==> src/rtl/core/scc_pkg.sv <==
// Shared widths and constants for the sphere/capsule contact block.
// Used by every module in rtl/core; depends on nothing.
package scc_pkg;

    localparam int MUL_W   = 34;           // signed operand width of the shared multiplier
    localparam int PROD_W  = 2 * MUL_W;    // full product width
    localparam int RAD_W   = 64;           // square root radicand width
    localparam int ROOT_W  = RAD_W / 2;    // square root result width
    localparam int MAG_W   = 33;           // magnitude of one offset component
    localparam int DIST_W  = 34;           // distance after the range shift
    localparam int QUO_W   = 32;           // quotient bits produced by the divider
    localparam int ITER_W  = 5;            // iteration counter width (32 steps)

    localparam logic [RAD_W-1:0] ROOT_BIT0 = RAD_W'(1) << (RAD_W - 2);
    localparam logic [QUO_W-1:0] Q30_ONE   = QUO_W'(1) << 30;

endpackage

==> src/rtl/core/scc_mul.sv <==
// Shared signed multiplier with a registered product.
// Depends on scc_pkg for operand and product widths.
module scc_mul (
    input  logic                                i_clk,
    input  logic signed [scc_pkg::MUL_W-1:0]    i_a,
    input  logic signed [scc_pkg::MUL_W-1:0]    i_b,
    output logic signed [scc_pkg::PROD_W-1:0]   o_prod
);

    logic signed [scc_pkg::PROD_W-1:0] r_prod;

    always_ff @(posedge i_clk) begin
        r_prod <= i_a * i_b;
    end

    assign o_prod = r_prod;

endmodule

==> config.mk <==
export PLATFORM = sky130hd
export DESIGN_NAME = scc_mul
export DESIGN_NICKNAME = d
export VERILOG_FILES = /design/src/rtl/core/scc_pkg.sv /design/src/rtl/core/scc_mul.sv
export SDC_FILE = /design/constraint.sdc
export NUM_CORES = 2
export LEC_CHECK = 0
export BUFFER_PORTS_ARGS = -buffer_cell sky130_fd_sc_hd__buf_2
export CAP_MARGIN = 5
export CORE_UTILIZATION = 40
export DETAILED_ROUTE_END_ITERATION = 12
export GPL_TIMING_DRIVEN = 1
export PLACE_DENSITY = 0.57
export SYNTH_ARGS = -nofsm -noshare
export SYNTH_HDL_FRONTEND = slang
export SYNTH_SLANG_ARGS = --single-unit
==> constraint.sdc <==
create_clock -name i_clk -period 12.17 [get_ports i_clk]
set_clock_uncertainty 0.05 [all_clocks]
set_input_delay 2.434 -clock i_clk [delete_from_list [all_inputs] [get_ports i_clk]]
set_output_delay 2.434 -clock i_clk [all_outputs]
set_load 0.05 [all_outputs]
-- After elaboration in Yosys (flattened, before gate mapping)
Cells that the tools add are included.
- flip-flop bits (word level): 68
- latch bits: 0
- bits in writable memories: 0
- memory bits (read-only): 0
- input port bits: 69
- output and inout bits: 68
- word-level logic and storage cells: 2
- memories kept: 0
- add/sub/neg operators: 0
- multiply operators: 1
- div/mod/pow operators: 0
- magnitude comparators: 0
- eq/ne operators: 0
- shift operators: 0
- mux-type cells: 0
- bitwise logic cells: 0
- reductions and logical operators: 0
- operators with widths (kind ; number):
    34-bit by 34-bit multiplier with 68-bit output ; 1

-- Logic depth before layout (Yosys ltp)
- depth in word-level cells: 1
- mapped depth: 31

-- Worst setup path after synthesis
Ideal clock, no wire load.
- kind: input to register
- from: input port i_a[33] (netlist name)
- to: register r_prod (netlist bit o_prod[65])
- library setup time: 72 ps
- data arrival time: 9852 ps
- data required time: 12048 ps
- path slack: 2196 ps
- cell stages on the path: 24
- path buffers: 2
- cell sequence: clkbuf_1 > nand2_1 > inv_1 > fa_1 > fa_1 > fa_1 > fa_1 > inv_1 > fa_1 > fa_1 > fa_1 > fa_1 > inv_1 > ha_1 > clkdlybuf4s50_2 > nand3_1 > or2_2 > nor2_1 > a221oi_1 > o21ai_0 > a31oi_2 > nor2_2 > o41ai_2 > xnor2_1
- word-level cells in the longest chain between the ends: 1
- RTL lines (element ; line ; RTL):
    start, declared ; scc_mul.sv:5 ; input logic signed [scc_pkg::MUL_W-1:0] i_a,
    34-bit by 34-bit multiplier with 68-bit output ; scc_mul.sv:13 ; r_prod <= i_a * i_b;
    end signal, assigned ; scc_mul.sv:13 ;
    end, declared ; scc_mul.sv:10 ; logic signed [scc_pkg::PROD_W-1:0] r_prod;
No other way between the ends.

-- Worst setup path in the final report
- from: input port i_a[33] (netlist name)
- to: register r_prod (netlist bit o_prod[66])
Same word-level chain as after synthesis.

==> summary.md <==
| Metric | Value |
|---|---|
| Number of distinct library cells after synthesis | `69` |
| TritonCTS clock tree | `yes` |
| Full die area | `108900 um2` |
| Hold Startpoint | `i_b[0]` |
| First-pass GRT wire length | `193700 um` |
| Rel. slew slack | `0.2239` |
| Largest net degree at the start of global routing | `35` |
| Post-CTS Hold Fix Bufs | `0` |
| Height of the die | `330.0 um` |
| Seq. cell area | `between 1000 and 1500 um2` |
| Vias | `29470` |
| Crit end category | `flip-flop` |
| Detailed-route wire length | `118800 um` |
| Largest register FFs | `about 70` |
| Max Fclk | `95.77 MHz` |
| DRC errors left | `0` |
| Clock Sinks | `68` |
| Gr usage total | `0.2357` |
| Port buffer count | `about 140` |
| Synthesized area per cell | `9.448 um2` |
| Async S/R FF share, synth | `0` |
| Hold Crit Depth | `2` |
| Root Driver | `clkbuf_16` |
| Placed Cells incl. Taps | `between 5000 and 6000` |
| Synth Flop Type | `dfxtp_1` |
| Worst path required time | `around 12000 ps` |
| Fill cells | `between 10000 and 15000` |
| Setup Viol. Count Final | `0` |
| Initial Util | `0.4059` |
| Layout cells sized above 1 | `0.04682` |
| CTS resizes | `0` |
| Crit Path Category | `primary input to flip-flop` |
| Maxcap violations | `0` |
| Warnings, synthesis | `0` |
| Final Max Tran Viols | `0` |
| Ports placed on the boundary | `between 100 and 150` |
| Multi-input logic area | `~36000 um2` |
| Num rows | `roughly 120` |
| Setup TNS | `0 ps` |
| Area Growth Syn to Fin | `4.821%` |
| Vias in the first global route | `33130` |
| Htree depth | `3` |
| Crit-path max FO | `34` |
| Placer Congestion | `0.8983` |
| First-pass DRT Iterations | `6` |
| RSZ-0062 raised after global routing | `false` |
| Sequential fraction of the synthesis area | `0.03164` |
| Worst-margin pin slew | `approximately 1200 ps` |
| Post-synthesis cell count | `around 4600` |
| Tmin final | `approximately 10000 ps` |
| Initial DRC count | `about 1600` |
| Initial antenna violation count | `17` |
| Final Non-Filler Cells | `5901` |
| Period utilisation layout | `0.8580` |
| Core area | `106000 um2` |
| Clock Tree Buf Depth | `2` |
| Vias per inst | `between 4 and 5` |
| Critical Path AT | `10690 ps` |
| Post-synthesis cell area | `43030 um2` |
| TritonCTS buffer count | `9` |
| EDFF count, synth | `0` |
| Synth Net Count | `~6100` |
| Final nets | `6016` |
| Die W | `330.0 um` |
| Routed Antenna Nets | `0` |
| HP Class | `primary input to flip-flop` |
| Dpl hpwl | `93880 um` |
| Grt ovf | `0` |
| CP Launch Type | `primary input` |
| Fin. Hold Viols | `0` |
| WL/cell | `approximately 20 um` |
| FF+latch count, synth | `68` |
| Post-CTS setup buffer count | `0` |
| Clock-pin slew on the worst setup and hold paths | `roughly 70 ps` |
| Worst Hold End | `o_prod[0]` |
| Status | `completed` |
[worst max path at each step]
stage | start | depth (start not counted) | endpoint | slack [ps]
after floorplan | i_a[33] | 24 | o_prod[65] | 2200
after global placement | i_a[33] | 21 | o_prod[66] | 1370
after detailed placement | i_a[33] | 21 | o_prod[66] | 1290
after CTS | i_a[33] | 21 | o_prod[66] | 1670
after global routing | i_a[33] | 23 | o_prod[66] | 1320
final | i_a[33] | 21 | o_prod[66] | 1730
[cells by family (layout without fill, tap and decap cells)]
logic type,after synthesis,after routing,share of synthesized area
buf+inv,1460,1413,0.1284
fa+ha+maj,1445,1445,0.6367
simple gates,1296,1296,0.1537
compound gates,206,206,0.03347
xor+xnor,79,79,0.01608
flops,68,68,0.03164
other cells,0,3,0
[per-layer routing]
metal  track usage  share of wire  vias to the layer above  wire length [um]
met4       0.05720          0.023                       22              2763
met3       0.04006          0.065                      182              7744
met1        0.3225           0.43                    15740             51000
met2        0.3901           0.48                      845             57150
met5             0         0.0011                        -               133
li1              -              -                    12680                 -
[layout by cell type (no fill, tap or decap), types with 3 or more instances in the layout]
cell type / synthesis / final
a211oi_1: 6 / 6
a21o_1: 37 / 37
a21oi_1: 61 / 61
a221oi_1: 3 / 3
a31oi_1: 7 / 7
and2_1: 621 / 621
and3_1: 5 / 5
and3_2: 3 / 3
buf_2: 2 / 136
buf_4: 4 / 29
clkbuf_16: 0 / 9
dfxtp_1: 68 / 68
diode_2: 0 / 3
fa_1: 1241 / 1241
ha_1: 204 / 204
inv_1: 1231 / 1231
nand2_1: 542 / 542
nand2b_1: 20 / 20
nand3_1: 11 / 11
nand4_1: 11 / 11
nor2_1: 54 / 54
nor2b_1: 9 / 9
nor3_1: 5 / 5
o211ai_1: 3 / 3
o21a_1: 4 / 4
o21ai_0: 31 / 31
o21ai_1: 7 / 7
o21bai_1: 12 / 12
o41ai_1: 3 / 3
o41ai_2: 3 / 3
or2_2: 4 / 4
xnor2_1: 56 / 56
xor2_1: 23 / 23
[worst max-delay path, stage by stage]
cell and delay, ps:
buf_2 600, nand2_1 220, inv_1 180, fa_1 530, fa_1 640, fa_1 610
fa_1 1230, fa_1 580, fa_1 520, fa_1 500, inv_1 60, fa_1 480
inv_1 50, ha_1 370, and2_1 260, nand2_1 100, o41ai_1 550, a31oi_4 100
o31ai_4 370, a221oi_2 110, xnor2_1 130
[cell type report]
class                   count  area share
multi-input cells        3026      0.8013
inverters                1232      0.1025
well taps                1391     0.03859
flip-flops and latches     68     0.03018
repair buffers            165     0.01992
clock buffers              13    0.005770
clock inverters             3    0.001526
diodes                      3   0.0001664
[stage by stage]
| stage | hold slack [ps] | setup slack [ps] | cell area [um2] | util |
|---|---|---|---|---|
| 6_report | 2661 | 1728 | 45100 | 0.4254 |
| 5_1_grt | 2668 | 1317 | 45090 | 0.4254 |
| 4_1_cts | 2635 | 1668 | 45090 | 0.4254 |
| 3_5_place_dp | 2852 | 1287 | 44770 | 0.4223 |
| 3_3_place_gp | 2853 | 1372 | 44770 | 0.4223 |
| 2_1_floorplan | 2511 | 2196 | 43030 | - |
[cells in the mapped netlist, drive strengths merged (3+ instances only)]
master / count / area share
fa: 1241 / 0.58
inv: 1231 / 0.11
and2: 623 / 0.091
nand2: 542 / 0.047
clkbuf: 217 / 0.019
ha: 204 / 0.059
dfxtp: 68 / 0.032
a21oi: 63 / 0.0075
nor2: 56 / 0.0050
xnor2: 56 / 0.011
o21ai: 41 / 0.0052
a21o: 37 / 0.0065
xor2: 23 / 0.0047
nand2b: 20 / 0.0029
o21bai: 12 / 0.0021
nand3: 11 / 0.0013
nand4: 11 / 0.0016
a31oi: 10 / 0.0021
buf: 9 / 0.0014
nor2b: 9 / 0.0013
and3: 8 / 0.0013
a211oi: 7 / 0.0013
o41ai: 6 / 0.0017
nor3: 5 / 0.00058
a221oi: 4 / 0.00096
o21a: 4 / 0.00070
or2: 4 / 0.00058
a211o: 3 / 0.00064
o211ai: 3 / 0.00052
Power is left out: the tool's default activity adds up to more than one toggle a clock period on the data nets, which glitch-free logic cannot reach.
