===== src/rtl/core/scc_pkg.sv =====
// Shared widths and constants for the sphere/capsule contact block.
// Used by every module in rtl/core; depends on nothing.
package scc_pkg;

    localparam int MUL_W   = 34;           // signed operand width of the shared multiplier
    localparam int PROD_W  = 2 * MUL_W;    // full product width
    localparam int RAD_W   = 64;           // square root radicand width
    localparam int ROOT_W  = RAD_W / 2;    // square root result width
    localparam int MAG_W   = 33;           // magnitude of one offset component
    localparam int DIST_W  = 34;           // distance after the range shift
    localparam int QUO_W   = 32;           // quotient bits produced by the divider
    localparam int ITER_W  = 5;            // iteration counter width (32 steps)

    localparam logic [RAD_W-1:0] ROOT_BIT0 = RAD_W'(1) << (RAD_W - 2);
    localparam logic [QUO_W-1:0] Q30_ONE   = QUO_W'(1) << 30;

endpackage


===== src/rtl/core/scc_div.sv =====
// Restoring divider for (mag << 30) / den, one quotient bit per cycle.
// The caller guarantees mag >> 2 < den. Depends on scc_pkg for widths.
module scc_div (
    input  logic                            i_clk,
    input  logic                            i_rst_n,
    input  logic                            i_start,
    input  logic [scc_pkg::MAG_W-1:0]       i_mag,
    input  logic [scc_pkg::DIST_W-1:0]      i_den,
    output logic                            o_done,
    output logic [scc_pkg::QUO_W-1:0]       o_quo
);

    logic [scc_pkg::DIST_W-1:0] r_rem;
    logic [scc_pkg::DIST_W-1:0] r_den;
    logic [scc_pkg::QUO_W-1:0]  r_lo;
    logic [scc_pkg::QUO_W-1:0]  r_quo;
    logic [scc_pkg::ITER_W-1:0] r_cnt;
    logic                       r_busy;
    logic                       r_done;
    logic [scc_pkg::DIST_W:0]   w_sh;
    logic                       w_ge;

    assign w_sh = {r_rem, r_lo[scc_pkg::QUO_W-1]};
    assign w_ge = (w_sh >= {1'b0, r_den});

    always_ff @(posedge i_clk) begin
        if (!i_rst_n) begin
            r_busy <= 1'b0;
            r_done <= 1'b0;
            r_cnt  <= '0;
        end else begin
            r_done <= r_busy && (r_cnt == '1);
            if (i_start) begin
                r_busy <= 1'b1;
                r_cnt  <= '0;
            end else if (r_busy) begin
                r_cnt <= r_cnt + 1'b1;
                if (r_cnt == '1) begin
                    r_busy <= 1'b0;
                end
            end
        end
    end

    always_ff @(posedge i_clk) begin
        if (i_start) begin
            r_rem <= scc_pkg::DIST_W'(i_mag >> 2);
            r_lo  <= {i_mag[1:0], 30'b0};
            r_den <= i_den;
            r_quo <= '0;
        end else if (r_busy) begin
            if (w_ge) begin
                r_rem <= scc_pkg::DIST_W'(w_sh - {1'b0, r_den});
            end else begin
                r_rem <= w_sh[scc_pkg::DIST_W-1:0];
            end
            r_lo  <= r_lo << 1;
            r_quo <= {r_quo[scc_pkg::QUO_W-2:0], w_ge};
        end
    end

    assign o_done = r_done;
    assign o_quo  = r_quo;

endmodule


===== config.mk =====
export PLATFORM = sky130hd
export DESIGN_NAME = scc_div
export DESIGN_NICKNAME = d
export VERILOG_FILES = /design/src/rtl/core/scc_pkg.sv /design/src/rtl/core/scc_div.sv
export SDC_FILE = /design/constraint.sdc
export NUM_CORES = 1
export LEC_CHECK = 0
export ABC_AREA = 1
export BUFFER_PORTS_ARGS = -buffer_cell sky130_fd_sc_hd__buf_2
export CELL_PAD_IN_SITES_DETAIL_PLACEMENT = 0
export CELL_PAD_IN_SITES_GLOBAL_PLACEMENT = 1
export CORE_ASPECT_RATIO = 1.1
export CORE_MARGIN = 2
export CORE_UTILIZATION = 42
export CTS_CLUSTER_DIAMETER = 80
export DETAILED_ROUTE_END_ITERATION = 8
export PLACE_DENSITY_LB_ADDON = 0.1
export SYNTH_ARGS = -nofsm -noshare
export SYNTH_HDL_FRONTEND = slang
export SYNTH_SLANG_ARGS = --single-unit

===== constraint.sdc =====
create_clock -name i_clk -period 2.9 [get_ports i_clk]
set_input_delay 0.29 -clock i_clk [delete_from_list [all_inputs] [get_ports i_clk]]
set_output_delay 0.29 -clock i_clk [all_outputs]
set_load 0.05 [all_outputs]

Word level (Yosys, flattened, before mapping) --
Index checks and enable logic that the tools add are counted.
Word-level totals: flip-flop bits (word level) 109, bits of input ports 70, logic and storage cells 24, output and inout bits 33
Cells by class: muxes and demuxes 8, $lt $le $gt $ge 1, reduce and logical (&&, ||, !) cells 3, equal/unequal tests 1, add/subtract/negate cells 2, bitwise logic cells 1
Operators by type and width (number):
- $mux W32 | 2
- $mux W31 | 2
- $ge A35 B34 Y1 | 1
- $mux W34 | 1
- $sub A34 B34 Y34 | 1
- $add A5 B1 Y5 const B | 1
- $eq A5 B5 Y1 const B | 1
- $mux W1 | 3
- $reduce_bool A2 Y1 | 1
- $reduce_or A2 Y1 | 1
- $logic_and A1 B1 Y1 | 1
- $not A1 Y1 | 1

Logic depth before layout (Yosys ltp) --
depth in word-level cells 4, mapped depth 18, mapped depth without buffers 17

Worst setup path after synthesis --
OpenSTA, ideal clock, no wires.
path kind flip-flop to flip-flop, start point reg r_rem[23] in the netlist's numbering, end point reg r_rem[18] in the netlist's numbering, data pin, data arrival time 1977 ps, setup slack 670 ps, buffers on the path 2, required time 2646 ps, clock period less this slack 2230 ps, cell stages (with the launch flop) 17, setup time 254 ps, cells stage by stage edfxtp_1 > ha_1 > nand2_1 > inv_2 > nand2_4 > inv_1 > nand2_1 > nand2_1 > a21oi_1 > nand2_2 > nand2_2 > nand2_2 > buf_6 > buf_6 > or2_1 > nand3_1 > nand2_1
Between the ends: word-level cells in the longest chain between the ends 4
RTL lines:
- from (decl) | line scc_div.sv:13 | logic [scc_pkg::DIST_W-1:0] r_rem;
- from (signal assigned) | line scc_div.sv:47 | r_rem <= scc_pkg::DIST_W'(i_mag >> 2);
- from (signal assigned) | line scc_div.sv:53 | r_rem <= scc_pkg::DIST_W'(w_sh - {1'b0, r_den});
- from (signal assigned) | line scc_div.sv:55 | r_rem <= w_sh[scc_pkg::DIST_W-1:0];
- $ge A35 B34 Y1 | line scc_div.sv:24 | assign w_ge = (w_sh >= {1'b0, r_den});
- $mux W34 | line scc_div.sv:52 | if (w_ge) begin
- $mux W31 | line scc_div.sv:51 | end else if (r_busy) begin
- $mux W31 | line scc_div.sv:46 | if (i_start) begin
Every way passes these cells. The select of a mux whose other input is x is not followed. A chain may end at the register's enable or synchronous reset.

Worst setup path after layout --
start point reg r_rem[23] in the netlist's numbering, end point reg r_rem[28] in the netlist's numbering, data pin
Between the ends: word-level cells in the longest chain between the ends 4, elaborated cells on any way between the ends 5, those cells by class add/sub: 1; order compare: 1; mux: 3
RTL lines (line):
- $sub A34 B34 Y34 or $ge A35 B34 Y1 (tied branches) | scc_div.sv:53, scc_div.sv:24
- $mux W34 * | scc_div.sv:52
- $mux W31 * | scc_div.sv:51
- $mux W31 * | scc_div.sv:46
Mark *: on every way between the ends. The rest lies on a longest branch, timed or not. The select of a mux whose other input is x is not followed.

==> run_results.csv <==
group,metric,value,unit
outcome,status,"finished clean",
pwr,power_density,643,nW/um^2
clocking,cts_hold_buf,0,
finish,finalNetCount,1093,
die,core,15600,um^2
setup_path,crit_slowest_cell,"edfxtp_1",
pwr,power,4.95,mW
finish,layout-drive-gt1-share,15.2,%
drt,ant_nets,0,
logic_synthesis,synth-compound-area-share,10.9,%
global_route,grt_overflow_total,0,
global_route,grt_max_degree,50,
global_route,track_usage,20.4,%
logic_synthesis,ys_ff_latch,109,
setup_path,crit_top_cell,"nand2_1",
drt,vias_per_cell,4.78,
sta,period_needed,2.63,ns
logic_synthesis,synth_top_area_share,30.3,%
finish,fillerInstances,1628,
logic_synthesis,synthSimpleGateAreaFrac,26.3,%
place,gp_congestion,0.920,
global_route,grt_pass1_vias,5613,
sta,setup-tns-final,0,ns
logic_synthesis,yosys.area_share.xor_xnor,2.11,%
drt,via_count,5689,
logic_synthesis,syn_area_per_cell,7.51,um^2
sta,slew_violations,0,
drt,wl_per_cell,13.6,um
logic_synthesis,ys.flop_type,"edfxtp_1",
setup_path,critPathMaxStageDelay,0.44,ns
setup_path,rrSetupSlack,0.27,ns
setup_path,critPathLaunch,"r_rem[23]",
die,die_h,136,um
die,num_rows,48,
logic_synthesis,synth_most_common_cell,"nand2_1",
logic_synthesis,synth_top_area_cell,"edfxtp_1",
logic_synthesis,syn_inst,884,
drt,first_pass_iters,5,
logic_synthesis,synth_common_cells,"nand2_1, inv_1, edfxtp_1",
sta,finalCritPeriodShare,90.6,%
logic_synthesis,syn_area,6640,um^2
drt,routed_wl,16200,um
finish,antenna_cells,0,
logic_synthesis,yosysSeqAreaShare,43.0,%
sta,max_freq,380,MHz
die,num_io_pins,103,
die,die_x,124,um
setup_path,crit_path_end,"r_rem[28]",
flow_run,maxCapViolCount,0,
finish,area_growth,16.1,%
sta,grt_setup_unrepaired,"no",
sta,fin_skew,0.0109,ns
place,io_buffers,102,
place,post-place-ws,0.272,ns
logic_synthesis,synthMuxAreaShare,0,%
place,dp.final_hpwl,12800,um
clocking,cts-root-buf,"clkbuf_16",
logic_synthesis,synth_cell_types,40,
clocking,cts_resized,0,
logic_synthesis,async_flop_share,0,%
die,initial_core_util,42.7,%
clocking,numCtsBuffers,9,
sta,worst_slack,0.272,ns
global_route,antenna_found_initial,0,
setup_path,end_kind,"register",
logic_synthesis,synth_warnings,0,
pwr,ir_drop,0.300,mV
logic_synthesis,synth_fa_ha_area_share,7.09,%
clocking,cts_setup_buffers,0,
sta,setup_violations,0,
worst_hold_path,min_path_type,"input pin to register",
global_route,grt_pass1_wl,27000,um
clocking,cts.sinks,109,
setup_path,worstReg2RegEnd,"r_rem[28]",
sta,hold_viol,0,
logic_synthesis,synth_top_family_by_area,"simple AND/OR/NAND/NOR gates",
setup_path,r2r_start,"r_rem[23]",
clocking,cts_max_level,3,
setup_path,ff2ff_path_depth,15,
sta,slew_headroom,41.9,%
pwr,p_leak,3.76,nW
setup_path,crit_required,3.02,ns
setup_path,critPathLaunchType,"register",
drt,drc,0,
logic_synthesis,synth_area_leaders,"edfxtp_1, nand2_1, dfxtp_1, inv_1, ha_1",
setup_path,crit_type,"register to register",
clocking,clk_pin_slew,0.08,ns
logic_synthesis,synth_edf_count,67,
clocking,insertion_delay,0.36,ns
worst_hold_path,hold_depth,1,
setup_path,arrival,2.75,ns
setup_path,crit_path_max_fanout,43,
setup_path,cp_cell_sequence,"ha_1, nand2_1, inv_2, nand2_4, inv_1, nand2_1, nand2_1, a21oi_1, nand2_2, nand2_2, nand2_2, buf_12, or2_2, nand3_1, nand2_1",
clocking,cts_tree,"built",
clocking,cts.path.max_buffers,2,
logic_synthesis,synth_nets,991,
sta,worst_pin_slew,0.871,ns
drt,drt_iter0_drc,229,
die,die_area,16800,um^2
## worst max-delay path, delay by kind of cell, from the launching register on
family,cells,cell delay (ns)
AND/OR/NAND/NOR,10,1.07
flip-flops,1,0.44
adder cells (fa/ha/maj),1,0.39
buffers and inverters,3,0.32
AO/OA/AOI/OAI,1,0.15
## layout make-up
type | count | area, um^2 | share of cell area, %
Multi-Input combinational cell | 595 | 3080 | 39.9
Inverter | 159 | 597 | 7.74
Clock inverter | 7 | 93.8 | 1.22
Timing Repair Buffer | 112 | 611 | 7.92
Sequential cell | 109 | 2850 | 37.0
Tap cell | 200 | 250 | 3.25
Clock buffer | 9 | 225 | 2.92
## cells by family after synthesis
| family | after synthesis |
|---|---|
| fa+ha+maj | 37 |
| buf+inv | 180 |
| xor+xnor | 16 |
| compound gates | 123 |
| simple gates | 419 |
| flops | 109 |
## metrics by stage
stage                     hold slack [ns]  instance area, um^2  cells  util (%)
after floorplan                     0.389                 6640    884         -
after global placement              0.438                 7390   1175      47.5
after detailed placement            0.447                 7390   1175      47.5
after CTS                          0.0822                 7710   1191      49.5
after global routing               0.0799                 7710   1191      49.5
final                              0.0953                 7710   1191      49.5
## registers in the layout, summed over array words and instances, names as in the netlist
| register | count |
|---|---|
| o_done | 1 |
| o_quo | 32 |
| r_rem | 34 |
| r_den | 34 |
| r_busy | 1 |
| r_lo | 2 |
| r_cnt | 5 |
## per-layer routing
layer	up-vias	share of wire [%]	track usage [%]
met4	0	1.6	6.82
li1	3055	-	-
met2	105	46	32.7
met5	-	0	0
met3	16	5.1	5.08
met1	2513	48	26.9
## worst min path at each step
stage          startpoint        end  slack (ns)
6_report        i_den[26]  r_den[26]         0.1
5_1_grt          i_den[8]   r_den[8]        0.08
4_1_cts         i_den[26]  r_den[26]        0.08
3_5_place_dp    o_quo[31]  o_quo[31]        0.45
3_3_place_gp    o_quo[31]  o_quo[31]        0.44
2_1_floorplan    i_den[0]   r_den[0]        0.39
## where the power goes
group	internal (mW)	total, mW	switching (mW)	leakage (nW)
combinational	0.649	1.75	1.10	2.59
clock	0.692	1.32	0.629	0.156
sequential	1.81	1.88	0.0695	1.01
total	3.15	4.95	1.80	3.76
## placed cells by master (no fill, tap or decap), types with 2 or more instances in the layout
cell type	netlist	layout
nand4_1	5	5
o21bai_1	9	9
nor3_1	9	9
nand2_1	260	260
nand3_1	52	52
o22ai_1	29	29
inv_1	150	149
nand3b_1	2	2
or2_1	7	7
a31oi_1	2	2
a21o_1	3	3
nor2_1	66	66
buf_12	0	2
clkinv_8	0	2
dfxtp_1	42	42
o211ai_1	10	10
xnor2_1	13	13
inv_6	0	2
a21oi_1	31	31
o21ai_0	15	15
a211oi_1	2	2
nand2_4	2	2
nor4_1	3	3
ha_1	36	36
o21ai_1	20	20
buf_4	4	8
or2_2	6	6
edfxtp_1	67	67
buf_2	1	102
clkbuf_16	0	9
xor2_1	3	3
inv_2	8	9
nand2_2	3	3
No activity file was read; power rests on OpenSTA's default activity.
