### src/rtl/core/scc_pkg.sv
// Shared widths and constants for the sphere/capsule contact block.
// Used by every module in rtl/core; depends on nothing.
package scc_pkg;

    localparam int MUL_W   = 34;           // signed operand width of the shared multiplier
    localparam int PROD_W  = 2 * MUL_W;    // full product width
    localparam int RAD_W   = 64;           // square root radicand width
    localparam int ROOT_W  = RAD_W / 2;    // square root result width
    localparam int MAG_W   = 33;           // magnitude of one offset component
    localparam int DIST_W  = 34;           // distance after the range shift
    localparam int QUO_W   = 32;           // quotient bits produced by the divider
    localparam int ITER_W  = 5;            // iteration counter width (32 steps)

    localparam logic [RAD_W-1:0] ROOT_BIT0 = RAD_W'(1) << (RAD_W - 2);
    localparam logic [QUO_W-1:0] Q30_ONE   = QUO_W'(1) << 30;

endpackage

### src/rtl/core/scc_root.sv
// Iterative floor square root of a 64-bit radicand, one result bit per cycle.
// Depends on scc_pkg for widths and the starting bit.
module scc_root (
    input  logic                            i_clk,
    input  logic                            i_rst_n,
    input  logic                            i_start,
    input  logic [scc_pkg::RAD_W-1:0]       i_rad,
    output logic                            o_done,
    output logic [scc_pkg::ROOT_W-1:0]      o_root
);

    logic [scc_pkg::RAD_W-1:0]  r_n;
    logic [scc_pkg::RAD_W-1:0]  r_res;
    logic [scc_pkg::RAD_W-1:0]  r_bit;
    logic [scc_pkg::ITER_W-1:0] r_cnt;
    logic                       r_busy;
    logic                       r_done;
    logic [scc_pkg::RAD_W-1:0]  w_try;

    assign w_try = r_res + r_bit;

    always_ff @(posedge i_clk) begin
        if (!i_rst_n) begin
            r_busy <= 1'b0;
            r_done <= 1'b0;
            r_cnt  <= '0;
        end else begin
            r_done <= r_busy && (r_cnt == '1);
            if (i_start) begin
                r_busy <= 1'b1;
                r_cnt  <= '0;
            end else if (r_busy) begin
                r_cnt <= r_cnt + 1'b1;
                if (r_cnt == '1) begin
                    r_busy <= 1'b0;
                end
            end
        end
    end

    always_ff @(posedge i_clk) begin
        if (i_start) begin
            r_n   <= i_rad;
            r_res <= '0;
            r_bit <= scc_pkg::ROOT_BIT0;
        end else if (r_busy) begin
            if (r_n >= w_try) begin
                r_n   <= r_n - w_try;
                r_res <= (r_res >> 1) + r_bit;
            end else begin
                r_res <= r_res >> 1;
            end
            r_bit <= r_bit >> 2;
        end
    end

    assign o_done = r_done;
    assign o_root = r_res[scc_pkg::ROOT_W-1:0];

endmodule

### config.mk
export PLATFORM = sky130hd
export DESIGN_NAME = scc_root
export DESIGN_NICKNAME = d
export VERILOG_FILES = /design/src/rtl/core/scc_pkg.sv /design/src/rtl/core/scc_root.sv
export SDC_FILE = /design/constraint.sdc
export NUM_CORES = 1
export LEC_CHECK = 0
export CAP_MARGIN = 20
export CORE_ASPECT_RATIO = 2
export CORE_UTILIZATION = 30
export DETAILED_ROUTE_END_ITERATION = 6
export DONT_BUFFER_PORTS = 1
export GPL_ROUTABILITY_DRIVEN = 1
export SLEW_MARGIN = 20
export SYNTH_ARGS = -nofsm -noshare
export SYNTH_HDL_FRONTEND = slang
export SYNTH_SLANG_ARGS = --single-unit
### constraint.sdc
create_clock -name i_clk -period 16.7 [get_ports i_clk]
set_input_delay 3.34 -clock i_clk [delete_from_list [all_inputs] [get_ports i_clk]]
set_output_delay 3.34 -clock i_clk [all_outputs]
set_load 0.005 [all_outputs]
======== Yosys cells after proc, flatten, opt, wreduce, memory -nomap -nowiden ========
Cells that the tools add are included.
cells by class
  bitwise logic cells ..................... 1
  magnitude comparators ................... 1
  reduce and logical (&&, ||, !) cells .... 5
  $add $sub $neg .......................... 4
  equal/unequal tests ..................... 1
  mux-type cells .......................... 7
operators with widths
  kind                                                            count
  64-bit two-way mux                                              4
  63-bit by 63-bit adder with 64-bit output                       1
  64-bit by 63-bit adder with 64-bit output                       1
  64-bit greater-or-equal comparator                              1
  64-bit subtractor                                               1
  5-bit by 1-bit adder with 5-bit output (second input constant)  1
  5-bit == test (second input constant)                           1
  2-bit nonzero test                                              2
  1-bit two-way mux                                               3
  2-bit AND reduction                                             1
  2-bit OR reduction                                              1
  1-bit logical AND                                               1
  1-bit inverter                                                  1
storage, ports and cells
  logic and storage cells ................. 25
  register bits after elaboration ......... 167
  bits of input ports ..................... 67
  output and inout bits ................... 33

======== Logic depth before layout (Yosys ltp) ========
Gate-level depths: netlist (run 1).
  depth in word-level cells ............... 5
  gate-level depth with buffers ........... 25
  depth with buffers taken out ............ 23

======== Worst setup path before layout (run 1) ========
OpenSTA, ideal clock, no wires.
  path type ............................... register to register
  from .................................... register r_res[2] (netlist name)
  to ...................................... register r_n[0] (netlist name), enable pin
  path slack .............................. 7.385 ns
  period minus slack after synthesis ...... 9.315 ns
  data required time ...................... 16.126 ns
  arrival ................................. 8.741 ns
  setup time .............................. 0.574 ns
  stages on the path, launching flop included .. 22
  buffers on the path ..................... 3
  path through ............................ dfxtp_1 -> ha_1 -> a31oi_1 -> o21bai_1 -> a21oi_1 -> nand2b_1 -> a221oi_1 -> nand3_1 -> a22oi_1 -> a31o_2 -> a31oi_1 -> xor2_1 -> ha_1 -> clkbuf_1 -> a21oi_1 -> o221ai_1 -> a21boi_0 -> o21ai_0 -> nor2_2 -> buf_4 -> buf_2 -> o21ai_0
between the ends
  word-level cells in the longest chain between the ends .. 4
RTL lines
  item                                       RTL line        RTL
  start, declared                            scc_root.sv:13  logic [scc_pkg::RAD_W-1:0] r_res;
  start signal, assigned                     scc_root.sv:49  r_res <= (r_res >> 1) + r_bit;
  start signal, assigned                     scc_root.sv:51  r_res <= r_res >> 1;
  64-bit by 63-bit adder with 64-bit output  scc_root.sv:20  assign w_try = r_res + r_bit;
  64-bit greater-or-equal comparator         scc_root.sv:47  if (r_n >= w_try) begin
  2-bit nonzero test (no line)               -
  2-bit AND reduction (no line)              -
  end signal, assigned                       scc_root.sv:43  r_n <= i_rad;
  end signal, assigned                       scc_root.sv:48  r_n <= r_n - w_try;
  end, declared                              scc_root.sv:12  logic [scc_pkg::RAD_W-1:0] r_n;
Every way passes these cells.
A chain may end at the register's enable or synchronous reset.

======== Final worst setup path (run 1) ========
  from .................................... register r_res[2] (netlist name)
  to ...................................... register r_n[22] (netlist name), enable pin
Same word-level chain as after synthesis.

==> reports/results.txt, run 1 <==
Shortest period the worst path allows = 7.56 ns
Vias per Instance = 5.82
Crit Path Max Fanout = 69
Setup violations, final = 0
Die area = 52,100 um2
CP max stage delay = 0.78 ns
Slowest-stage cell, CP = o21ai_4
Clock sink count = 167
Postcts setup bufs = 0
Final period util = 45.3%
Netlist cell types = 82
Clk_skew = 0.0181 ns
Yosys warns = 0
Yosys top cell area share = 13.4%
Clock-pin slew on the worst setup and hold paths = 0.08 ns
Routed WL = 53,800 um
Antenna violations before repair = 0
Final Slew Violations = 0
Final hold viol count = 0
LEAKAGE = 0.00593 uW
Vias = 14,500
Post-synth EDFFs = 64
Syn Nets = 2,150
Most common cell after layout, fill and taps aside = nand2_1
PortBufs = 0
CTS Buffer Depth = 2
Worst-path cell chain = ha_1 > a31oi_1 > o21bai_1 > a21oi_1 > buf_4 > o41ai_1 > o21ai_1 > o21ai_0 > a21oi_1 > xor2_1 > ha_1 > nand2_1 > o211ai_1 > a211oi_1 > o221ai_1 > a41o_1 > o311a_1 > nor2_4 > buf_4 > o21ai_4 > buf_4
Max cap viols = 0
Core Footprint = 50,200 um2
GR Util All Layers = 20.6%
Power Density = 154 nW/um2
HP Class = flip-flop to flip-flop
Slew @ Worst Pin = 0.982 ns
Row count = 116
DRT Pass-1 Iters = 6
Ys async rst share = 0%
Fin cells = 2,498
Ranking of synthesized cells by area = dfxtp_1 (13%), edfxtp_1 (13%), ha_1 (11%)
Vias in the first global route = 14,600
Post-Syn Instances = 1,950
Post-Syn Area = 15,300 um2
CP most frequent cell = buf_4
Gpl congestion = 0.963
Final nets = 2,035
Normalized max-slew margin = 34.5%
Seq/Total Area, Yosys = 26.0%
CTS tree = done
DRC = 0
Peak supply drop = 0.0889 mV
Routed len/inst = 21.5 um
GR Overflow Total = 0
FMAX = 132 MHz
Worst Path Required = 16.80 ns
HPWL Detailed = 41,700 um
Largest net degree at the start of global routing = 222
Status = finished clean
Initial cell density of the core = 30.5%
Setup TNS = 0 ns
Synth Area per Inst = 7.86 um2
Die width = 162 um
I/O pin count = 100
RSZ-0062 raised after global routing = false
Fin util = 32.1%
Critical path class = flip-flop to flip-flop
Share of layout cells above drive strength 1 = 4.71%
Post-synth top area cell = dfxtp_1
Register bit count reported by yosys = 167
CTS Root Cell = clkbuf_16
Startpoint types = flip-flop
Place WS = 9.33 ns
Crit. End Element = flip-flop
Post-route ant nets = 0
Most frequent cells in the layout = nand2_1 (240), nor2_1 (181), o21ai_0 (163)
Clock latency on the worst-skew pair = 0.48 ns
Clock H-tree levels = 4
First-pass GRT wire length = 81,800 um
Worst setup margin = 9.14 ns
Arrival time at the worst endpoint = 7.66 ns
Top_reg_cell synth = dfxtp_1
CTS buffer count = 17
Hold_buf cts = 0
Post-CTS Resized = 0
Layout area overhead = 5.23%
# placed instances = 2,465
Starting DRT DRC Count = 1,047
Vert. Die Dim = 322 um
## worst max-delay path, delay by kind of cell, from the launching register on
family          cells  cell delay (ns)
xor+xnor            1             0.40
fa+ha+maj           2             0.64
compound gates     13             4.29
buf+inv             3             1.17
simple gates        2             0.16
flops               1             0.39
## cell usage after synthesis, types with 18 or more instances
cell type,n
ha_1,132
xnor2_1,78
clkbuf_1,88
mux2i_1,46
nand4_1,45
a311oi_1,19
dfxtp_1,103
o21ai_0,164
nor2_1,181
o21bai_1,25
nand2_1,240
a21oi_1,103
and3_1,22
a31oi_1,73
nand3_1,29
buf_4,33
o21ai_1,18
edfxtp_1,64
inv_1,48
nor3_1,37
a21o_1,45
a211oi_1,26
xor2_1,75
## sequential cells by signal, summed over array words and instances (netlist names)
| register | flops |
|---|---|
| r_cnt | 5 |
| r_bit | 32 |
| r_res | 64 |
| o_done | 1 |
| r_n | 64 |
| r_busy | 1 |
## per-layer routing
metal / vias up / track usage, % / share of wire [%] / wire (um)
li1: 6936 / - / - / -
met1: 6956 / 17.6 / 32 / 17400
met2: 479 / 41.0 / 56 / 30000
met3: 172 / 3.91 / 4.9 / 2660
met4: 0 / 15.1 / 7.0 / 3770
met5: - / 0 / 0 / 0
## path summary, 6_finish.rpt
check | to | depth (start not counted) | slack (ns) | startpoint
min | r_cnt[1] | 2 | 0.54 | r_cnt[1]
max | r_n[22] | 21 | 9.14 | r_res[2]
min reg2reg | r_cnt[1] | 2 | 0.54 | r_cnt[1]
max reg2reg | r_n[22] | 21 | 9.14 | r_res[2]
## per-stage QoR
step | power [uW] | hold slack (ns) | area, um2
after global routing | 2640 | 0.559 | 16100
after floorplan | 1710 | 0.467 | 15300
after global placement | 2040 | 0.486 | 15500
after CTS | 2470 | 0.541 | 16100
final | 2480 | 0.540 | 16100
after detailed placement | 2060 | 0.520 | 15500
## cell type report
class	count	area, um2
clock inverter	15	159
clock buffer	17	425
timing repair buffer	7	52.6
sequential	167	3990
antenna	1	2.50
tap	649	812
inverter	49	184
fill	5381	34100
multi-input combinational	1593	10500
## power breakdown
group	internal (uW)	switching, uW
Combinational	533	880
Sequential	555	103
Clock	200	208
## logic make-up after synthesis
| kind of cell | count (synthesis) | share of synthesized area (%) |
|---|---|---|
| simple gates | 642 | 19.0 |
| compound gates | 617 | 26.7 |
| buf+inv | 190 | 5.56 |
| flops | 167 | 26.0 |
| xor+xnor | 153 | 8.74 |
| fa+ha+maj | 133 | 10.9 |
| mux | 48 | 3.15 |
No activity file was read; power rests on OpenSTA's default activity.
==> inputs of run 2 (changes only) <==
--- a/config.mk
+++ b/config.mk
@@ -5,6 +5,7 @@
 export SDC_FILE = /design/constraint.sdc
 export NUM_CORES = 1
 export LEC_CHECK = 0
+export ABC_AREA = 1
 export CAP_MARGIN = 20
 export CORE_ASPECT_RATIO = 2
 export CORE_UTILIZATION = 30
==> constraint.sdc (replaced) <==
create_clock -name i_clk -period 7.62 [get_ports i_clk]
set_input_delay 1.524 -clock i_clk [delete_from_list [all_inputs] [get_ports i_clk]]
set_output_delay 1.524 -clock i_clk [all_outputs]
set_load 0.005 [all_outputs]
==> reports/results.txt, run 2 <==
Regs by FF count = r_n x64, r_res x64, r_bit x32
R2r endpoint = r_n[15]
CTS buffer count = 17 (unchanged)
Die area = 69,100 um2 (+33%)
Hold_buf cts = 0 (unchanged)
Worst setup margin = 1.34 ns (-7.80 ns)
Post-DP Area = 20,900 um2 (+35%)
Vias in the first global route = 23,400 (+60%)
Syn Nets = 3,813 (+77%)
Peak supply drop = 0.214 mV (+140%)
DRC = 5 (+5)
Post-route ant nets = 0 (unchanged)
Final Slew Violations = 0 (unchanged)
Largest net degree at the start of global routing = 140 (-37%)
Share of layout cells above drive strength 1 = 2.80% (-1.9 points)
Place WS = 1.66 ns (-7.66 ns)
Clock-pin slew on the worst setup and hold paths = 0.08 ns (about the same)
Failing checks = DRC
Antenna violations before repair = 1 (+1)
Top cell family by delay on the critical path = simple AND/OR/NAND/NOR gates
Crit. path cell count = 23 (+9.5%)
PortBufs = 0 (unchanged)
Slew @ Worst Pin = 1.18 ns (+0.201 ns)
Reg power frac = 20.9% (-5.6 points)
Synth cell count leaders = nand2_1 (1,204), inv_1 (506), nor2_1 (447), nand3_1 (295), a21oi_1 (212)
Ranking of synthesized cells by area = nand2_1 (22%), dfxtp_1 (10%), edfxtp_1 (9.4%)
I/O pin count = 100 (unchanged)
Synth Area per Inst = 5.65 um2 (-28%)
HP Class = flip-flop to flip-flop
GR Overflow Total = 0 (unchanged)
Crit Path Max Fanout = 35 (-49%)
Final Instance Area = 21,500 um2 (+33%)
Vert. Die Dim = 371 um (+15%)
Area of the multi-input gates = 13,800 um2 (+32%)
Gpl congestion = 1.05 (+8.6%)
CTS tree = done
Routed WL = 101,000 um (+88%)
Routed len/inst = 22.9 um (+6.3%)
LEAKAGE = 0.00942 uW (+59%)
Final nets = 3,723 (+83%)
Final hold viol count = 0 (unchanged)
Clock H-tree levels = 4 (unchanged)
Initial cell density of the core = 30.4% (-0.10 points)
CTS Buffer Depth = 2 (unchanged)
P_sw = 4540 uW (+280%)
Slowest-stage cell, CP = nor2_1
Vias per Instance = 5.21 (-10%)
Status = finished with violations
Combinational Power Share = 67.4% (+10 points)
Top_reg_cell synth = dfxtp_1
Post-synth top area cell = nand2_1
HPWL Detailed = 81,800 um (+96%)
Power Density = 372 nW/um2 (+140%)
Core Footprint = 67,100 um2 (+34%)
Most numerous cell in the Yosys netlist = nand2_1
Seq/Total Area, Yosys = 19.5% (-6.5 points)
Post-CTS Resized = 0 (unchanged)
FILL cells = 7,812 (+45%)
DRT Pass-1 Iters = 7 (+1)
Startpoint types = flip-flop
Internal power = 3470 uW (+170%)
Yosys top cell area share = 22.1% (+8.7 points)
FMAX = 159 MHz (+20%)
Register bit count reported by yosys = 167 (unchanged)
Most common cell after layout, fill and taps aside = nand2_1
Die width = 186 um (+15%)
Final period util = 82.4% (+37 points)
CP most frequent cell = nand2_1
Post-synth EDFFs = 64 (unchanged)
Normalized max-slew margin = 20.4% (-14 points)
Max cap viols = 0 (unchanged)
Worst-path cell chain = ha_1 > nand2_1 > o21ai_1 > nor2_1 > o21ai_1 > nand2_1 > nand2_1 > nand3_1 > nand2_1 > nand2_1 > nand2_1 > nand2_1 > nand2_1 > ha_1 > inv_1 > nor3_1 > nand2_1 > nor3_2 > nand2_2 > nand2_4 > nand2_2 > nand2_4 > buf_12
# diodes = 0 (-1)
RSZ-0062 raised after global routing = false
Critical path class = flip-flop to flip-flop
First-pass GRT wire length = 146,000 um (+78%)
GR Util All Layers = 29.1% (+8.5 points)
Reg2reg setup slack = 1.34 ns (-7.80 ns)
Most frequent cells in the layout = nand2_1 (1,203), inv_1 (506), nor2_1 (447)
Layout area overhead = 5.39%
Setup TNS = 0 ns (unchanged)
Setup crit end = r_n[15]
Vias = 23,000 (+58%)
Yosys warns = 0 (unchanged)
Post-Syn Instances = 3,613 (+85%)
Clock sink count = 167 (unchanged)
Clock latency on the worst-skew pair = 0.50 ns (+0.02 ns)
Hold Slack = 0.469 ns (-0.0714 ns)
Shortest period the worst path allows = 6.28 ns (-1.28 ns)
Postcts setup bufs = 0 (unchanged)
Fin util = 32.1% (-0.060 points)
Setup violations, final = 0 (unchanged)
Crit. End Element = flip-flop
Crit. Startpoint = r_res[4]
CTS Root Cell = clkbuf_16
Clock network power share = 11.7% (-4.8 points)
Arrival time at the worst endpoint = 6.46 ns (-1.20 ns)
Register area = 3990 um2 (unchanged)
Ys async rst share = 0% (unchanged)
Row count = 134 (+16%)
Sw Share = 56.7% (+8.7 points)
Reg2Reg Launch Point = r_res[4]
CP max stage delay = 0.60 ns (-0.18 ns)
Worst R2R Path Depth = 23 (+9.5%)
Starting DRT DRC Count = 1,684 (+61%)
Netlist cell types = 48 (-41%)
Clk_skew = 0.0207 ns (+0.00257 ns)
Worst Path Required = 7.80 ns (-9.00 ns)
Post-Syn Area = 20,400 um2 (+33%)
Worst path buffer plus inverter count = 2 (-1)
## run 2: cell types whose count changed in the layout (fill, tap and decap cells not counted), moves of 58 or more
| cell | change |
|---|---|
| nand2_1 | +963 |
| nand3_1 | +266 |
| inv_1 | +458 |
| a21oi_1 | +109 |
| a31oi_1 | -58 |
| nor2_1 | +266 |
## run 2: cell families (layout without fill, tap and decap cells)
group                      Yosys count  in the layout  share of synthesized area [%]
adders and majority gates          133            133                           8.19
buffers and inverters              630            553                           12.7
DFF                                167            167                           19.5
xor gates and xnor gates            97             97                           4.16
AOI/OAI and AO/OA                  482            482                           12.9
and+or+nand+nor                   2104           2104                           42.5
## run 2: how the worst min path moves through the flow
| stage | start | endpoint | depth (start not counted) |
|---|---|---|---|
| after floorplan | r_cnt[4] | r_cnt[4] | 2 |
| after global placement | r_cnt[4] | r_cnt[4] | 2 |
| after detailed placement | r_cnt[4] | r_cnt[4] | 2 |
| after CTS | r_cnt[4] | r_cnt[4] | 2 |
| after global routing | r_cnt[4] | r_cnt[4] | 2 |
| final | r_cnt[4] | r_cnt[4] | 2 |
## run 2: final cells by class
cell class / instances / share of cell area (%)
Clock buffer: 18 / 2.00
Sequential cell: 167 / 18.5
Inverter: 512 / 8.94
Tap cell: 884 / 5.14
Timing Repair Buffer: 9 / 0.372
Multi-Input combinational cell: 2816 / 64.4
Clock inverter: 14 / 0.640
## run 2: stage by stage
stage / std cells / power, uW
finish: 4420 / 8010
global route: 4420 / 8660
CTS: 4420 / 7950
detailed placement: 4388 / 6990
global placement: 4388 / 6990
floorplan: 3613 / 5420
## run 2: tightest hold or removal path: stages, from the launching register on
cell     delay (ns)
dfxtp_1        0.31
nand2_1        0.06
a21oi_1        0.05
## run 2: power by group through the flow
stage | clock network (uW) | logic, uW | registers (uW)
final | 938 | 5400 | 1680
after global routing | 980 | 5970 | 1710
after CTS | 958 | 5330 | 1670
after detailed placement | 0 | 5300 | 1690
after global placement | 0 | 5300 | 1690
after floorplan | 0 | 3960 | 1450
## run 2: per-layer routing
| layer | track usage, % | routed length (um) | vias up |
|---|---|---|---|
| li1 | - | - | 11300 |
| met1 | 25.6 | 33200 | 10600 |
| met2 | 55.2 | 53100 | 731 |
| met3 | 3.80 | 3380 | 358 |
| met4 | 29.9 | 11500 | 2 |
| met5 | 0 | 13 | - |
==> inputs of run 3 (changes only) <==
==> constraint.sdc (replaced) <==
create_clock -name i_clk -period 6.5 [get_ports i_clk]
set_input_delay 1.3 -clock i_clk [delete_from_list [all_inputs] [get_ports i_clk]]
set_output_delay 1.3 -clock i_clk [all_outputs]
set_load 0.005 [all_outputs]
==> reports/results.txt, run 3 (synthesized netlist as in run 2, its figures left out) <==
Vias in the first global route = 23,300 (-0.12%)
CP most frequent cell = nand2_1
Routed len/inst = 22.4 um (-2.1%)
Shortest period the worst path allows = 6.13 ns (-0.147 ns)
Worst path buffer plus inverter count = 2 (unchanged)
Core Footprint = 67,100 um2 (unchanged)
Final hold viol count = 0 (unchanged)
Crit Path Max Fanout = 29 (-17%)
Clock H-tree levels = 4 (unchanged)
RSZ-0062 raised after global routing = false
Row count = 134 (unchanged)
DRC = 0 (-5)
Post-CTS Resized = 0 (unchanged)
Power Density = 436 nW/um2 (+17%)
Startpoint types = flip-flop
Postcts setup bufs = 0 (unchanged)
Die area = 69,100 um2 (unchanged)
Worst Path Required = 6.71 ns (-1.09 ns)
Worst setup margin = 0.365 ns (-0.973 ns)
I/O pin count = 100 (unchanged)
Setup violations, final = 0 (unchanged)
Clk_skew = 0.0121 ns (-0.00856 ns)
Final Instance Area = 21,700 um2 (+0.95%)
Initial cell density of the core = 30.4% (unchanged)
Hold_buf cts = 0 (unchanged)
Antenna violations before repair = 0 (-1)
Setup crit end = r_n[1]
Die width = 186 um (unchanged)
Clock latency on the worst-skew pair = 0.51 ns (about the same)
HP Class = flip-flop to flip-flop
Starting DRT DRC Count = 1,514 (-10%)
CTS Root Cell = clkbuf_16
Hold Crit Depth = 2 (unchanged)
CP max stage delay = 0.78 ns (+0.18 ns)
Reg2Reg Launch Point = r_res[50]
GR Overflow Total = 0 (unchanged)
GR Util All Layers = 28.7% (-0.37 points)
Clock sink count = 167 (unchanged)
Final Slew Violations = 0 (unchanged)
Crit. End Element = flip-flop
Vias per Instance = 5.16 (-1.0%)
Max Used Layer = met4
Worst-path cell chain = ha_1 > nand2_1 > nor2_1 > nand2_1 > nor2_1 > nand3_1 > nand3b_1 > nand2_1 > ha_1 > inv_1 > nor3_1 > nand2_1 > nor2_1 > a21oi_4 > nand2_4 > nand2_2 > nand2_4 > buf_4
# diodes = 0 (unchanged)
Regs by FF count = r_n x64, r_res x64, r_bit x32
Clock-pin slew on the worst setup and hold paths = 0.08 ns (about the same)
Normalized max-slew margin = 19.4% (-1.1 points)
Arrival time at the worst endpoint = 6.34 ns (-0.12 ns)
Status = finished clean
Final period util = 94.4% (+12 points)
Most common cell after layout, fill and taps aside = nand2_1
R2r endpoint = r_n[1]
Slew @ Worst Pin = 1.20 ns (+0.0177 ns)
CTS Buffer Depth = 2 (unchanged)
Layout area overhead = 6.39%
Slowest-stage cell, CP = nor2_1
Crit. Startpoint = r_res[50]
Peak supply drop = 0.266 mV (+24%)
Vert. Die Dim = 371 um (unchanged)
Max cap viols = 0 (unchanged)
HPWL Detailed = 80,500 um (-1.5%)
LEAKAGE = 0.00955 uW (+1.4%)
Largest net degree at the start of global routing = 140 (unchanged)
M1 WL = 32,100 um (-3.4%)
Share of layout cells above drive strength 1 = 3.29% (+0.49 points)
First-pass GRT wire length = 144,000 um (-0.99%)
CTS buffer count = 17 (unchanged)
Reg2reg setup slack = 0.37 ns (-0.97 ns)
Met2 routed WL = 53,100 um (about the same)
Met3 WL = 3880 um (+15%)
Crit. path cell count = 18 (-22%)
Post-route ant nets = 0 (unchanged)
PortBufs = 0 (unchanged)
Gpl congestion = 1.10 (+5.6%)
Most frequent cells in the layout = nand2_1 (1,203), inv_1 (506), nor2_1 (447)
DRT Pass-1 Iters = 7 (unchanged)
CTS tree = done
FMAX = 163 MHz (+2.4%)
Worst R2R Path Depth = 18 (-22%)
Post-DP Area = 21,100 um2 (+0.68%)
Top cell family by delay on the critical path = simple AND/OR/NAND/NOR gates
Place WS = 0.817 ns (-0.847 ns)
Routed WL = 99,400 um (-1.7%)
Vias = 22,900 (-0.60%)
Final nets = 3,742 (+0.51%)
Critical path class = flip-flop to flip-flop
Setup TNS = 0 ns (unchanged)
## run 3: worst min-delay path by stage
stage	start	to	slack, ns
2_1_floorplan	r_cnt[4]	r_cnt[4]	0.44
3_3_place_gp	r_cnt[4]	r_cnt[4]	0.46
3_5_place_dp	r_cnt[4]	r_cnt[4]	0.47
4_1_cts	r_cnt[4]	r_cnt[4]	0.48
5_1_grt	r_cnt[4]	r_cnt[4]	0.51
6_report	r_cnt[4]	r_cnt[4]	0.48
## run 3: cell type report
type	instances	area (um2)
repair buffers	28	223
fillers	7801	45400
multi-input cells	2816	13800
clock inverters	13	179
inverters	512	1920
flip-flops and latches	167	3990
well taps	884	1110
clock buffers	19	454
## run 3: stage by stage
step / power (uW) / hold WS (ns) / cells / utilization [%]
after floorplan: 6350 / 0.444 / 3613 / -
after global placement: 8190 / 0.457 / 4407 / 31.4
after detailed placement: 8190 / 0.469 / 4407 / 31.4
after CTS: 9400 / 0.480 / 4439 / 32.4
after global routing: 10200 / 0.508 / 4439 / 32.4
final: 9470 / 0.477 / 4439 / 32.4
## run 3: worst register-to-register path, cell delays in order (launching register included)
cell and delay, ns:
dfxtp_1 0.44, ha_1 0.47, nand2_1 0.12, nor2_1 0.22, nand2_1 0.18, nor2_1 0.78, nand3_1 0.67, nand3b_1 0.29
nand2_1 0.09, ha_1 0.34, inv_1 0.08, nor3_1 0.42, nand2_1 0.19, nor2_1 0.22, a21oi_4 0.10, nand2_4 0.30
nand2_2 0.14, nand2_4 0.42, buf_4 0.35
## run 3: layer usage
| layer | up-vias | GRT usage [%] |
|---|---|---|
| met5 | - | 0 |
| met4 | 0 | 27.5 |
| met3 | 326 | 3.58 |
| met2 | 737 | 55.2 |
| met1 | 10500 | 25.5 |
| li1 | 11400 | - |
## run 3: where the power goes
| part | internal [uW] | switching, uW |
|---|---|---|
| registers | 1510 | 382 |
| clock network | 610 | 576 |
| logic | 2040 | 4340 |
| total | 4170 | 5300 |
